===== config.mk =====
export PLATFORM = sky130hd
export DESIGN_NAME = panel_reply_frame_parser
export DESIGN_NICKNAME = d
export VERILOG_FILES = /design/src/hdl/prfp_pkg.sv /design/src/hdl/prfp_parser.sv /design/src/hdl/panel_reply_frame_parser.sv
export SDC_FILE = /design/constraint.sdc
export NUM_CORES = 1
export LEC_CHECK = 0
export ABC_CLOCK_PERIOD_IN_PS = 5950
export BUFFER_PORTS_ARGS = -buffer_cell sky130_fd_sc_hd__buf_2
export CORE_MARGIN = 4
export CORE_UTILIZATION = 56
export DETAILED_ROUTE_END_ITERATION = 16
export GPL_TIMING_DRIVEN = 0
export PLACE_DENSITY = 0.82
export SETUP_SLACK_MARGIN = 0.2
export SLEW_MARGIN = 15
export SYNTH_ARGS = -nofsm -noshare
export SYNTH_HDL_FRONTEND = slang
export SYNTH_SLANG_ARGS = --single-unit

===== constraint.sdc =====
create_clock -name clk -period 5.95 [get_ports clk]
set_input_delay 0.595 -clock clk [delete_from_list [all_inputs] [get_ports clk]]
set_output_delay 0.595 -clock clk [all_outputs]
set_load 0.01 [all_outputs]

===== src/hdl/prfp_pkg.sv =====
// ----------------------------------------------------------------------------
// Panel reply frame parser package
// Byte codes, frame lengths, event kinds and the result word shared by the
// parser and the top level.
// ----------------------------------------------------------------------------
package prfp_pkg;

    localparam logic [7:0] HEAD_BYTE   = 8'hA5;
    localparam logic [7:0] END_BYTE    = 8'h5A;
    localparam logic [7:0] KIND_SETUP  = 8'h20;
    localparam logic [7:0] KIND_BUTTON = 8'h01;
    localparam logic [7:0] SETUP_CODE  = 8'h01;
    localparam logic [7:0] FILL_BYTE   = 8'hFF;

    localparam logic [2:0] SETUP_LEN   = 3'd6;
    localparam logic [2:0] BUTTON_LEN  = 3'd4;
    localparam logic [2:0] NO_LEN      = 3'd0;

    localparam logic [1:0] STATUS_LAST = 2'd3;

    typedef enum logic [1:0] {
        EV_SETUP  = 2'd0,
        EV_BUTTON = 2'd1,
        EV_STATUS = 2'd2
    } event_kind_t;

    typedef struct packed {
        logic        valid;
        event_kind_t kind;
        logic [7:0]  first_curve_id;
        logic [7:0]  second_curve_id;
        logic [7:0]  button_code;
        logic [7:0]  status_code;
    } result_t;

endpackage


===== src/hdl/prfp_parser.sv =====
// ----------------------------------------------------------------------------
// Panel reply frame parser core
// Holds the frame state and works out, for each accepted word, the next
// state and the event that the word completes, if any.
// ----------------------------------------------------------------------------
module prfp_parser
(
    input  logic              clk,
    input  logic              rst_n,
    input  logic              accept,
    input  logic [7:0]        rx_byte,
    input  logic              line_error,
    output prfp_pkg::result_t result
);
    import prfp_pkg::*;

    logic [1:0] status_count_reg;
    logic [1:0] status_count_next;
    logic [7:0] status_first_reg;
    logic [7:0] status_first_next;
    logic [2:0] frame_count_reg;
    logic [2:0] frame_count_next;
    logic [2:0] expected_length_reg;
    logic [2:0] expected_length_next;
    logic [7:0] frame_reg [1:4];
    logic [7:0] frame_next [1:4];
    logic [2:0] count_inc;
    logic [2:0] length_now;

    always_comb
    begin
        status_count_next    = status_count_reg;
        status_first_next    = status_first_reg;
        frame_count_next     = frame_count_reg;
        expected_length_next = expected_length_reg;
        frame_next           = frame_reg;
        count_inc            = frame_count_reg + 3'd1;
        length_now           = expected_length_reg;
        result               = '0;
        result.kind          = EV_SETUP;

        if (accept)
        begin
            if (line_error)
            begin
                status_count_next    = 2'd0;
                frame_count_next     = 3'd0;
                expected_length_next = NO_LEN;
            end
            else if ((status_count_reg != 2'd0) || (frame_count_reg == 3'd0))
            begin
                if ((status_count_reg != 2'd0) && (rx_byte == FILL_BYTE))
                begin
                    if (status_count_reg == STATUS_LAST)
                    begin
                        status_count_next  = 2'd0;
                        result.valid       = 1'b1;
                        result.kind        = EV_STATUS;
                        result.status_code = status_first_reg;
                    end
                    else
                    begin
                        status_count_next = status_count_reg + 2'd1;
                    end
                end
                else if (rx_byte == HEAD_BYTE)
                begin
                    frame_count_next     = 3'd1;
                    expected_length_next = NO_LEN;
                    status_count_next    = 2'd0;
                end
                else
                begin
                    status_first_next = rx_byte;
                    status_count_next = 2'd1;
                end
            end
            else if (frame_count_reg >= SETUP_LEN)
            begin
                frame_count_next     = 3'd0;
                expected_length_next = NO_LEN;
            end
            else
            begin
                case (frame_count_reg)
                    3'd1:    frame_next[1] = rx_byte;
                    3'd2:    frame_next[2] = rx_byte;
                    3'd3:    frame_next[3] = rx_byte;
                    3'd4:    frame_next[4] = rx_byte;
                    default: ;
                endcase
                frame_count_next = count_inc;

                if (count_inc == 3'd2)
                begin
                    if (rx_byte == KIND_SETUP)
                    begin
                        length_now = SETUP_LEN;
                    end
                    else if (rx_byte == KIND_BUTTON)
                    begin
                        length_now = BUTTON_LEN;
                    end
                    else
                    begin
                        length_now       = NO_LEN;
                        frame_count_next = 3'd0;
                    end
                end
                expected_length_next = length_now;

                if ((length_now != NO_LEN) && (count_inc == length_now))
                begin
                    frame_count_next     = 3'd0;
                    expected_length_next = NO_LEN;
                    if (rx_byte == END_BYTE)
                    begin
                        if ((length_now == SETUP_LEN) && (frame_reg[1] == KIND_SETUP)
                            && (frame_reg[2] == SETUP_CODE))
                        begin
                            result.valid           = 1'b1;
                            result.kind            = EV_SETUP;
                            result.first_curve_id  = frame_reg[3];
                            result.second_curve_id = frame_reg[4];
                        end
                        else if ((length_now == BUTTON_LEN)
                                 && (frame_reg[1] == KIND_BUTTON))
                        begin
                            result.valid       = 1'b1;
                            result.kind        = EV_BUTTON;
                            result.button_code = frame_reg[2];
                        end
                    end
                end
            end
        end
    end

    always_ff @(posedge clk or negedge rst_n)
    begin
        if (!rst_n)
        begin
            status_count_reg    <= 2'd0;
            frame_count_reg     <= 3'd0;
            expected_length_reg <= NO_LEN;
        end
        else
        begin
            status_count_reg    <= status_count_next;
            frame_count_reg     <= frame_count_next;
            expected_length_reg <= expected_length_next;
        end
    end

    always_ff @(posedge clk)
    begin
        status_first_reg <= status_first_next;
        frame_reg        <= frame_next;
    end

`ifndef SYNTHESIS
    // A status frame and a custom frame are never open together.
    a_one_frame_open: assert property (@(posedge clk) disable iff (!rst_n)
        !((status_count_reg != 2'd0) && (frame_count_reg != 3'd0)))
        else $error("status and custom frames open together");

    // A custom frame always closes before its count reaches the setup length.
    a_count_bound: assert property (@(posedge clk) disable iff (!rst_n)
        frame_count_reg < SETUP_LEN)
        else $error("custom frame count out of range");

    // A length is known only once the kind byte has been taken.
    a_length_known: assert property (@(posedge clk) disable iff (!rst_n)
        (expected_length_reg != NO_LEN) |->
            ((frame_count_reg >= 3'd2)
             && ((expected_length_reg == SETUP_LEN)
                 || (expected_length_reg == BUTTON_LEN))))
        else $error("expected length inconsistent with frame count");

    // A line error never yields an event.
    a_error_silent: assert property (@(posedge clk) disable iff (!rst_n)
        (accept && line_error) |-> !result.valid)
        else $error("event given on a line error");
`endif

endmodule


===== src/hdl/panel_reply_frame_parser.sv =====
// ----------------------------------------------------------------------------
// Panel reply frame parser
// Splits bytes received from a display panel into setup, button and status
// frames and gives one event word for each complete, well-formed frame.
//
//   Channel | Handshake            | Word
//   --------+----------------------+---------------------------------------
//   in      | in_valid, in_stall   | rx_byte, line_error
//   out     | out_valid, out_stall | event_kind, first_curve_id,
//           |                      | second_curve_id, button_code, status_code
//
// One word is taken in every unstalled cycle; an event appears on the output
// in the cycle after its completing word, set by the single result register.
// Reset clears the frame counters and the output valid; no clearing pass.
// Input is stalled only while a held event waits on a stalled output.
// ----------------------------------------------------------------------------
module panel_reply_frame_parser
(
    input  logic       clk,
    input  logic       rst_n,
    input  logic       in_valid,
    output logic       in_stall,
    input  logic [7:0] rx_byte,
    input  logic       line_error,
    output logic       out_valid,
    input  logic       out_stall,
    output logic [1:0] event_kind,
    output logic [7:0] first_curve_id,
    output logic [7:0] second_curve_id,
    output logic [7:0] button_code,
    output logic [7:0] status_code
);
    import prfp_pkg::*;

    logic    accept;
    result_t result;
    result_t out_reg;
    logic    out_valid_reg;
    logic    out_valid_next;

    assign in_stall = out_valid_reg && out_stall;
    assign accept   = in_valid && !in_stall;

    prfp_parser u_parser
    (
        .clk        (clk),
        .rst_n      (rst_n),
        .accept     (accept),
        .rx_byte    (rx_byte),
        .line_error (line_error),
        .result     (result)
    );

    always_comb
    begin
        out_valid_next = out_valid_reg;
        if (accept && result.valid)
        begin
            out_valid_next = 1'b1;
        end
        else if (!out_stall)
        begin
            out_valid_next = 1'b0;
        end
    end

    always_ff @(posedge clk or negedge rst_n)
    begin
        if (!rst_n)
        begin
            out_valid_reg <= 1'b0;
        end
        else
        begin
            out_valid_reg <= out_valid_next;
        end
    end

    always_ff @(posedge clk)
    begin
        if (accept && result.valid)
        begin
            out_reg <= result;
        end
    end

    assign out_valid       = out_valid_reg;
    assign event_kind      = out_reg.kind;
    assign first_curve_id  = out_reg.first_curve_id;
    assign second_curve_id = out_reg.second_curve_id;
    assign button_code     = out_reg.button_code;
    assign status_code     = out_reg.status_code;

endmodule


---- Yosys cells after proc, flatten, opt, wreduce, memory -nomap -nowiden ----
Cells that the tools add are included.
operators by class
  shifts and indexed selects .............. 0
  $mul .................................... 0
  order comparisons ....................... 1
  bitwise operators ....................... 11
  equal/unequal tests ..................... 20
  divide/modulo/power cells ............... 0
  $add $sub $neg .......................... 2
  mux-type cells .......................... 46
  reductions and logical operators ........ 25
operators with widths
  operator             count
  $mux 27              3
  $mux 3               27
  $mux 35              2
  $mux 8               5
  $reduce_and 5->1     5
  $eq 8x1->1 const B   3
  $mux 24              1
  $eq 8x6->1 const B   2
  $eq 8x8->1 const B   2
  $mux 16              1
  $not 1->1            11
  $eq 3x2->1 const B   3
  $eq 3x3->1 const B   3
  $eq 8x7->1 const B   1
  $logic_and 1x1->1    8
  $mux 2               4
  $reduce_or 8->1      1
  $reduce_or 7->1      1
  $ne 3x3->1 const B   2
  $reduce_or 5->1      1
  $reduce_bool 2->1    2
  $add 3x1->3 const B  1
  $eq 3x1->1 const B   1
  $eq 3x3->1           1
  other kinds (12)     14
word-level totals
  output and inout bits ................... 36
  memory bits (writable) .................. 0
  input bits .............................. 13
  bits in latches ......................... 0
  bits in read-only memories .............. 0
  bits in registers ....................... 83
  memories kept ........................... 0

---- Longest topological paths before layout ----
Gate-level depths: netlist (run 1).
  depth in word-level cells ............... 20
  mapped depth ............................ 8
  mapped depth without buffers ............ 7

---- Cells and area by module ----
Synthesis (run 1) repeated with hierarchy kept, for this count alone.
unflattened totals
  cells, all modules ...................... 209
  area total of the unflattened synthesis .. 3389.5 µm²
modules (own cells, without submodules)
  module                    cells each  sequential area each (µm²)  times used  area an instance (µm²)
  prfp_parser               169         1401.3                      1           2304.7
  panel_reply_frame_parser  40          1046.0                      1           1084.8

---- Worst setup path before layout (run 1) ----
Ideal clock, no wire load.
  path kind ............................... reg2reg
  from .................................... register u_parser.frame_count_reg[0]
  to ...................................... register out_reg, in the netlist button_code[0], enable pin
  path slack .............................. 1789 ps
  buffers on the path ..................... 0
  setup time .............................. 432 ps
  clock period less this slack ............ 4161 ps
  arrival ................................. 3728 ps
  cell stages (with the launch flop) ...... 8
  cell sequence ........................... dfrtp_1 ha_1 ha_1 a21bo_2 nor4b_1 nand4b_2 or3_1 o21bai_1
between the ends
  word-level cells in the longest chain between the ends .. 18
  elaborated cells between the ends (all ways) .. 27
  classes of those cells .................. add/sub (1); order compare (1); eq/ne (4); mux (13); reduce/logical (8)
RTL lines
  item                           RTL line                                source
  start, declared                prfp_parser.sv:21                       logic [2:0] frame_count_reg;
  start signal, assigned         prfp_parser.sv:150                      frame_count_reg <= frame_count_next;
  $add 3x1->3                    prfp_parser.sv:37                       count_inc = frame_count_reg + 3'd1;
  $eq 3x2->1                     prfp_parser.sv:94                       if (count_inc == 3'd2)
  $mux 3                         prfp_parser.sv:94
  $mux 3                         prfp_parser.sv:78                       else if (frame_count_reg >= SETUP_LEN)
  $mux 3                         prfp_parser.sv:50                       else if ((status_count_reg != 2'd0) || (frame_count_reg == 3'd0))
  $mux 3                         prfp_parser.sv:44                       if (line_error)
  $mux 3                         prfp_parser.sv:42                       if (accept)
  $eq 3x3->1 (on tied branches)  prfp_parser.sv:126, prfp_parser.sv:118
  [... 2 more ...]               -
  $mux 3                         prfp_parser.sv:118                      if ((length_now == SETUP_LEN) && (frame_reg[1] == KIND_SETUP)
  $mux 27                        prfp_parser.sv:116                      if (rx_byte == END_BYTE)
  $mux 27                        prfp_parser.sv:112                      if ((length_now != NO_LEN) && (count_inc == length_now))
  $mux 27                        prfp_parser.sv:78
  $mux 3 (*)                     prfp_parser.sv:50
  $mux 35 (*)                    prfp_parser.sv:44
  $mux 35 (*)                    prfp_parser.sv:42
  $logic_and 1x1->1 (*)          panel_reply_frame_parser.sv:81          if (accept && result.valid)
  end signal, assigned           panel_reply_frame_parser.sv:83          out_reg <= result;
  end, declared                  panel_reply_frame_parser.sv:37          result_t out_reg;
Mark *: on every way between the ends. The rest lies on a longest branch, timed or not. The select of a mux whose other input is x is not followed.
A chain may end at the register's enable or synchronous reset.

---- Final worst setup path (run 1) ----
  from .................................... register u_parser.frame_count_reg[0]
  to ...................................... register out_reg, in the netlist button_code[3], enable pin
Same word-level chain as after synthesis.

==> results.toml, run 1 <==
[outcome]
status = "finished, final reports clean"

[worst_setup_path]
path_buf_inv = 1
cp_max_fo = 18
slowest_delay_ps = 500
cp-start-kind = "register"
path_cells = "ha_1 -> ha_1 -> a21bo_2 -> nor4b_1 -> nand4b_2 -> or3_1 -> o21bai_4 -> buf_16"
r2r_slack_ps = 2520
cp-end-kind = "register"
path_common_cell = "ha_1"
cp_top_family = "simple AND/OR/NAND/NOR gates"
reg2reg_from = "u_parser.frame_count_reg[0]$_DFFE_PN0P_"
worstPathArrival_ps = 3490
path_class = "register to register"
slowest_stage = "dfrtp_1"
critPathRequiredTime_ps = 6010
reg2regPathDepth = 8
worstReg2RegEnd = "button_code[3]$_SDFFCE_PP0P_"

[layout]
drive_above_1_share = 0.266
final_util = 0.696
n_antenna_cell = 0
fin_cells = 350
final_cell_mix = "edfxtp_1, buf_2, and2_1, clkbuf_8, dfrtp_1"
area_delta_synth_final_pct = 17.5
final_nets = 294
largest_reg_flops = 32
final_common_cell = "edfxtp_1"

[sta]
worst_slack_ps = 2520
slew_headroom = 0.515
tightest_slew_ps = 725
min_period_ps = 3430
setup_violations = 0
drv_slew = 0
rsz0062_at_grt = "no"
hold_violations = 0
clock.fmax_mhz = 292
fin_setup_tns_ps = 0
fin_crit_sh = 0.576
final.setup_skew_ps = 7.31

[yosys]
synth-seq-cells = 83
async_reset_ff_frac = 0.108
netlist_area_um2 = 3340
synth-edff-count = 74
synth_top_family_by_area = "simple AND/OR/NAND/NOR gates"
synthMuxAreaShare = 0.00300
dominantRegCellSynth = "edfxtp_1"
synth.area.top_cells = "edfxtp_1, and2_1, dfrtp_1"
synth.top_cell.area_share = 0.665
yosys.area_share.adder = 0.0300
synth-seq-area-share = 0.732
yosysTopAreaCell = "edfxtp_1"
synth-simple-area-share = 0.171
ys_types = 43
synth_cells = 213
synth-xor-area-share = 0.00786
yosys_warnings = 0
avgSynthCellArea_um2 = 15.7
synth_nets = 234
synth-compound-area-share = 0.0431

[power_and_ir_drop]
p_comb_frac = 0.117
p_switching_uw = 311
power_density_nw_per_um2 = 318
clockPowerShare = 0.347
ir_worst_vdd_mv = 0.146
finalPower_uw = 1250
sw_frac_of_total = 0.249
p_int_uw = 937
p_leak_uw = 0.00156
sequentialPowerShare = 0.536

[clock_tree]
cts_resized = 0
tritoncts = "built"
clockRootBuffer = "clkbuf_8"
cts_buffers = 9
clkTransAtPathRegs_ps = 80
cts.sinks = 83
post_cts_buffers = 0
h-tree-depth = 3
cts_buffer_depth = 2
holdBufCountCts = 0
clock_latency_ps = 350

[die]
start_util = 0.592
ioPinCount = 49
dieArea_um2 = 7270
dieWidth_um = 85.3
core_area_um2 = 5640
rows = 27
fp.dieH_um = 85.3

[detailed_routing]
drc = 0
finalWirelength_um = 5960
antenna_left = 0
via_per_inst = 5.55
wl_per_cell_um = 17.0
firstDrtPassIters = 4
drt_iter0_drc = 169
vias = 1944

[global_routing]
grt_pass1_wl_um = 9770
grt_use_total = 0.182
grt_pass1_vias = 1945
grt_max_degree = 19
antenna_found_initial = 0
grt_overflow = 0

[placed_design]
port_buffers = 48
place_ws_ps = 2490
dp_hpwl_um = 4270
gp_congestion = 0.828
place_inst = 334

[worst_hold_path]
min_path_type = "input port to asynchronous set/reset pin"

[flow_run]
cap_viol_max_count = 0
[worst max-delay path by stage]
stage	start	end	cells past startpoint
6_report	u_parser.frame_count_reg[0]$_DFFE_PN0P_	button_code[3]$_SDFFCE_PP0P_	8
5_1_grt	u_parser.frame_count_reg[0]$_DFFE_PN0P_	button_code[3]$_SDFFCE_PP0P_	8
4_1_cts	u_parser.frame_count_reg[0]$_DFFE_PN0P_	button_code[3]$_SDFFCE_PP0P_	8
3_5_place_dp	u_parser.frame_count_reg[0]$_DFFE_PN0P_	button_code[1]$_SDFFCE_PP0P_	8
3_3_place_gp	u_parser.frame_count_reg[0]$_DFFE_PN0P_	first_curve_id[3]$_SDFFCE_PP0P_	7
2_1_floorplan	u_parser.frame_count_reg[0]$_DFFE_PN0P_	button_code[0]$_SDFFCE_PP0P_	7
[Yosys cell counts (2+ instances only)]
| master | count |
|---|---|
| edfxtp_1 | 74 |
| and2_1 | 41 |
| dfrtp_1 | 9 |
| ha_1 | 8 |
| nand2_1 | 8 |
| inv_1 | 7 |
| nor2_1 | 7 |
| and3_1 | 4 |
| nand3_1 | 4 |
| nand4_1 | 4 |
| o21ai_0 | 4 |
| nor3_1 | 3 |
| a31o_2 | 2 |
| nor4_1 | 2 |
| nor4_4 | 2 |
| nor4b_1 | 2 |
| o22ai_1 | 2 |
| o31ai_1 | 2 |
| or3_1 | 2 |
| or4_1 | 2 |
| xnor2_1 | 2 |
[through the flow]
stage | hold WS [ps] | area, um2
floorplan | 299 | 3340
global placement | 458 | 3670
detailed placement | 459 | 3710
CTS | 71.8 | 3930
global route | 74.5 | 3930
finish | 78.5 | 3930
[cell families (layout without fill, tap and decap cells)]
group                    count (synthesis)  after routing
AND/OR/NAND/NOR                         89             89
multiplexers                             1              1
XOR/XNOR                                 3              3
buffers and inverters                    9             74
flip-flops                              83             83
AO/OA/AOI/OAI                           20             20
adder cells (fa/ha/maj)                  8              8
[power by group through the flow]
stage	clock (uW)	sequential, uW	combinational, uW
floorplan	0	677	108
global placement	0	680	142
detailed placement	0	683	143
CTS	441	669	145
global route	474	672	164
finish	433	669	145
[cell type report]
cell class              count  area (um2)
clock buffers               9         124
plain buffers               2        15.0
clock inverters             7        91.3
fillers                   343        1720
well taps                  72        90.1
flip-flops and latches     83        2450
repair buffers             49         268
inverters                   7        26.3
multi-input cells         121         865
[layer usage]
| metal | wire length, um | share of wire | vias to the layer above | global-route usage |
|---|---|---|---|---|
| met5 | 0 | 0 | - | 0 |
| met2 | 3010 | 0.50 | 64 | 0.297 |
| li1 | - | - | 920 | - |
| met3 | 415 | 0.070 | 15 | 0.0456 |
| met1 | 2360 | 0.40 | 945 | 0.223 |
| met4 | 176 | 0.030 | 0 | 0.0935 |
Power figures use the tool's default switching activity.
==> inputs of run 2 (changes only) <==
- ABC_CLOCK_PERIOD_IN_PS: 5950 -> 3400
- clock period: 5.95 -> 3.4 ns (I/O delays scaled with it)
==> run 2 against run 1 <==
Effect of this change: global-route usage is 2.1 points higher; clock skew increased by 4.7 ps; die area stayed put; combinational power rose by 84%; largest power group unchanged; total power up 77%; clock power increased by 78%; register-to-register slack got worse by 2200 ps; highest routed layer unchanged; sequential cell count unchanged; sequential power up 75%; core utilization is 1.1 points higher; worst setup slack worse by 2200 ps.
==> results.toml, run 2 (synthesized netlist as in run 1, its figures left out) <==
[global_routing]
grt_pass1_vias = 2073
grt_use_total = 0.202
grt_overflow = 0
antenna_found_initial = 0
grt_max_degree = 18
grt_pass1_wl_um = 10900

[layout]
n_antenna_cell = 0
largest_reg_flops = 32
final_nets = 298
fin_cells = 354
final_cell_mix = "edfxtp_1, buf_2, and2_1, clkbuf_8, dfrtp_1"
area_delta_synth_final_pct = 19.3
drive_above_1_share = 0.277
final_common_cell = "edfxtp_1"

[sta]
fin_setup_tns_ps = 0
drv_slew = 0
slew_headroom = 0.487
hold_violations = 0
worst_slack_ps = 293
tightest_slew_ps = 766
hold-worst-slack_ps = 278
clock.fmax_mhz = 322
setup_violations = 0
rsz0062_at_grt = "no"
min_period_ps = 3110
final.setup_skew_ps = 12.0
fin_crit_sh = 0.914

[worst_setup_path]
critPathRequiredTime_ps = 3460
r2r_slack_ps = 290
slowest_stage = "dfrtp_1"
reg2reg_from = "u_parser.frame_count_reg[0]$_DFFE_PN0P_"
path_common_cell = "ha_1"
cp_max_fo = 15
path_cells = "ha_1 -> ha_1 -> a21bo_2 -> nor4b_2 -> nand4b_2 -> or3_4 -> o21bai_4 -> buf_12"
cp-end-kind = "register"
worstPathArrival_ps = 3170
worstReg2RegEnd = "button_code[3]$_SDFFCE_PP0P_"
slowest_delay_ps = 490
cp-start-kind = "register"
path_class = "register to register"
reg2regPathDepth = 8

[die]
start_util = 0.592
ioPinCount = 49
rows = 27
core_area_um2 = 5640
dieArea_um2 = 7270
dieWidth_um = 85.3
fp.dieH_um = 85.3

[clock_tree]
cts_buffers = 9
clock_latency_ps = 350
cts_buffer_depth = 2
cts.sinks = 83
clockRootBuffer = "clkbuf_8"
tritoncts = "built"
clkTransAtPathRegs_ps = 80
h-tree-depth = 3

[placed_design]
place_ws_ps = -127
place_inst = 333
port_buffers = 48
dp_hpwl_um = 4410
gp_congestion = 0.811

[power_and_ir_drop]
power_density_nw_per_um2 = 555
ir_worst_vdd_mv = 0.314
sw_frac_of_total = 0.256
p_leak_uw = 0.00157
p_int_uw = 1650
clockPowerShare = 0.349
sequentialPowerShare = 0.530
p_switching_uw = 567
p_comb_frac = 0.121

[worst_hold_path]
hold_start = "rx_byte[7]"
hold_path_end = "u_parser.frame_reg[7]$_DFFE_PP_"
min_path_type = "input port to register"
min_delay_path_depth = 1

[detailed_routing]
drc = 0
antenna_left = 0
finalWirelength_um = 6970
vias = 2027
wl_per_cell_um = 19.7
via_per_inst = 5.73
drt_iter0_drc = 165
firstDrtPassIters = 4

[flow_run]
cap_viol_max_count = 0

[outcome]
status = "finished, final reports clean"
## run 2: cell count changes in the layout (fill, tap and decap cells not counted), sizes merged
cell and change:
clkbuf +1, o21bai +1, clkinv -2, clkinvlp +1
dlygate4sd3 +1, buf +2
## run 2: final cells by class
class / instances / area [um2]
tap: 72 / 90.1
fill: 359 / 1650
clock inverter: 6 / 88.8
clock buffer: 10 / 128
sequential: 83 / 2450
buffer: 2 / 15.0
timing repair buffer: 52 / 298
multi-input combinational: 122 / 895
inverter: 7 / 26.3
## run 2: critical path: cells and delay by family (launching register included)
| family | cells | cell delay (ps) |
|---|---|---|
| AOI/OAI and AO/OA | 2 | 400 |
| buffers and inverters | 1 | 170 |
| adders and majority gates | 2 | 690 |
| DFF | 1 | 490 |
| and+or+nand+nor | 3 | 1060 |
## run 2: per-stage QoR
step | power (uW) | util | cell area [um2]
after floorplan | 1370 | - | 3350
after global placement | 1440 | 0.653 | 3680
after detailed placement | 1450 | 0.653 | 3680
after CTS | 2210 | 0.705 | 3980
after global routing | 2310 | 0.707 | 3990
final | 2210 | 0.707 | 3990
## run 2: repair_timing
| action | CTS | global route |
|---|---|---|
| pin swaps | 2 | 0 |
| setup endpoints to repair | 34 | 42 |
| hold endpoints to repair | 9 | 0 |
| gates resized for setup | 1 | 2 |
| gates cloned | 1 | 0 |
| hold buffers | 1 | 0 |
| setup buffers | 3 | 0 |
## run 2: layer usage
metal	wire length, um	global-route usage	part of all wire
met5	0	0	0
met4	114	0.0906	0.016
met3	569	0.0583	0.082
met2	3530	0.323	0.51
met1	2760	0.257	0.40
## run 2: power by group through the flow
stage                     clock, uW  combinational [uW]  sequential [uW]
after floorplan                   0                 189             1180
after global placement            0                 248             1190
after detailed placement          0                 258             1190
after CTS                       776                 262             1170
after global routing            840                 298             1180
final                           772                 267             1170
## run 2: how the worst max path moves through the flow
stage                                            startpoint                              end  slack (ps)  cells after the start
floorplan           u_parser.frame_count_reg[0]$_DFFE_PN0P_     button_code[0]$_SDFFCE_PP0P_         290                      7
global placement    u_parser.frame_count_reg[0]$_DFFE_PN0P_     button_code[4]$_SDFFCE_PP0P_         -90                      7
detailed placement  u_parser.frame_count_reg[0]$_DFFE_PN0P_     button_code[0]$_SDFFCE_PP0P_        -130                      7
CTS                 u_parser.frame_count_reg[0]$_DFFE_PN0P_  first_curve_id[1]$_SDFFCE_PP0P_         250                      8
global route        u_parser.frame_count_reg[0]$_DFFE_PN0P_     button_code[3]$_SDFFCE_PP0P_         160                      8
finish              u_parser.frame_count_reg[0]$_DFFE_PN0P_     button_code[3]$_SDFFCE_PP0P_         290                      8
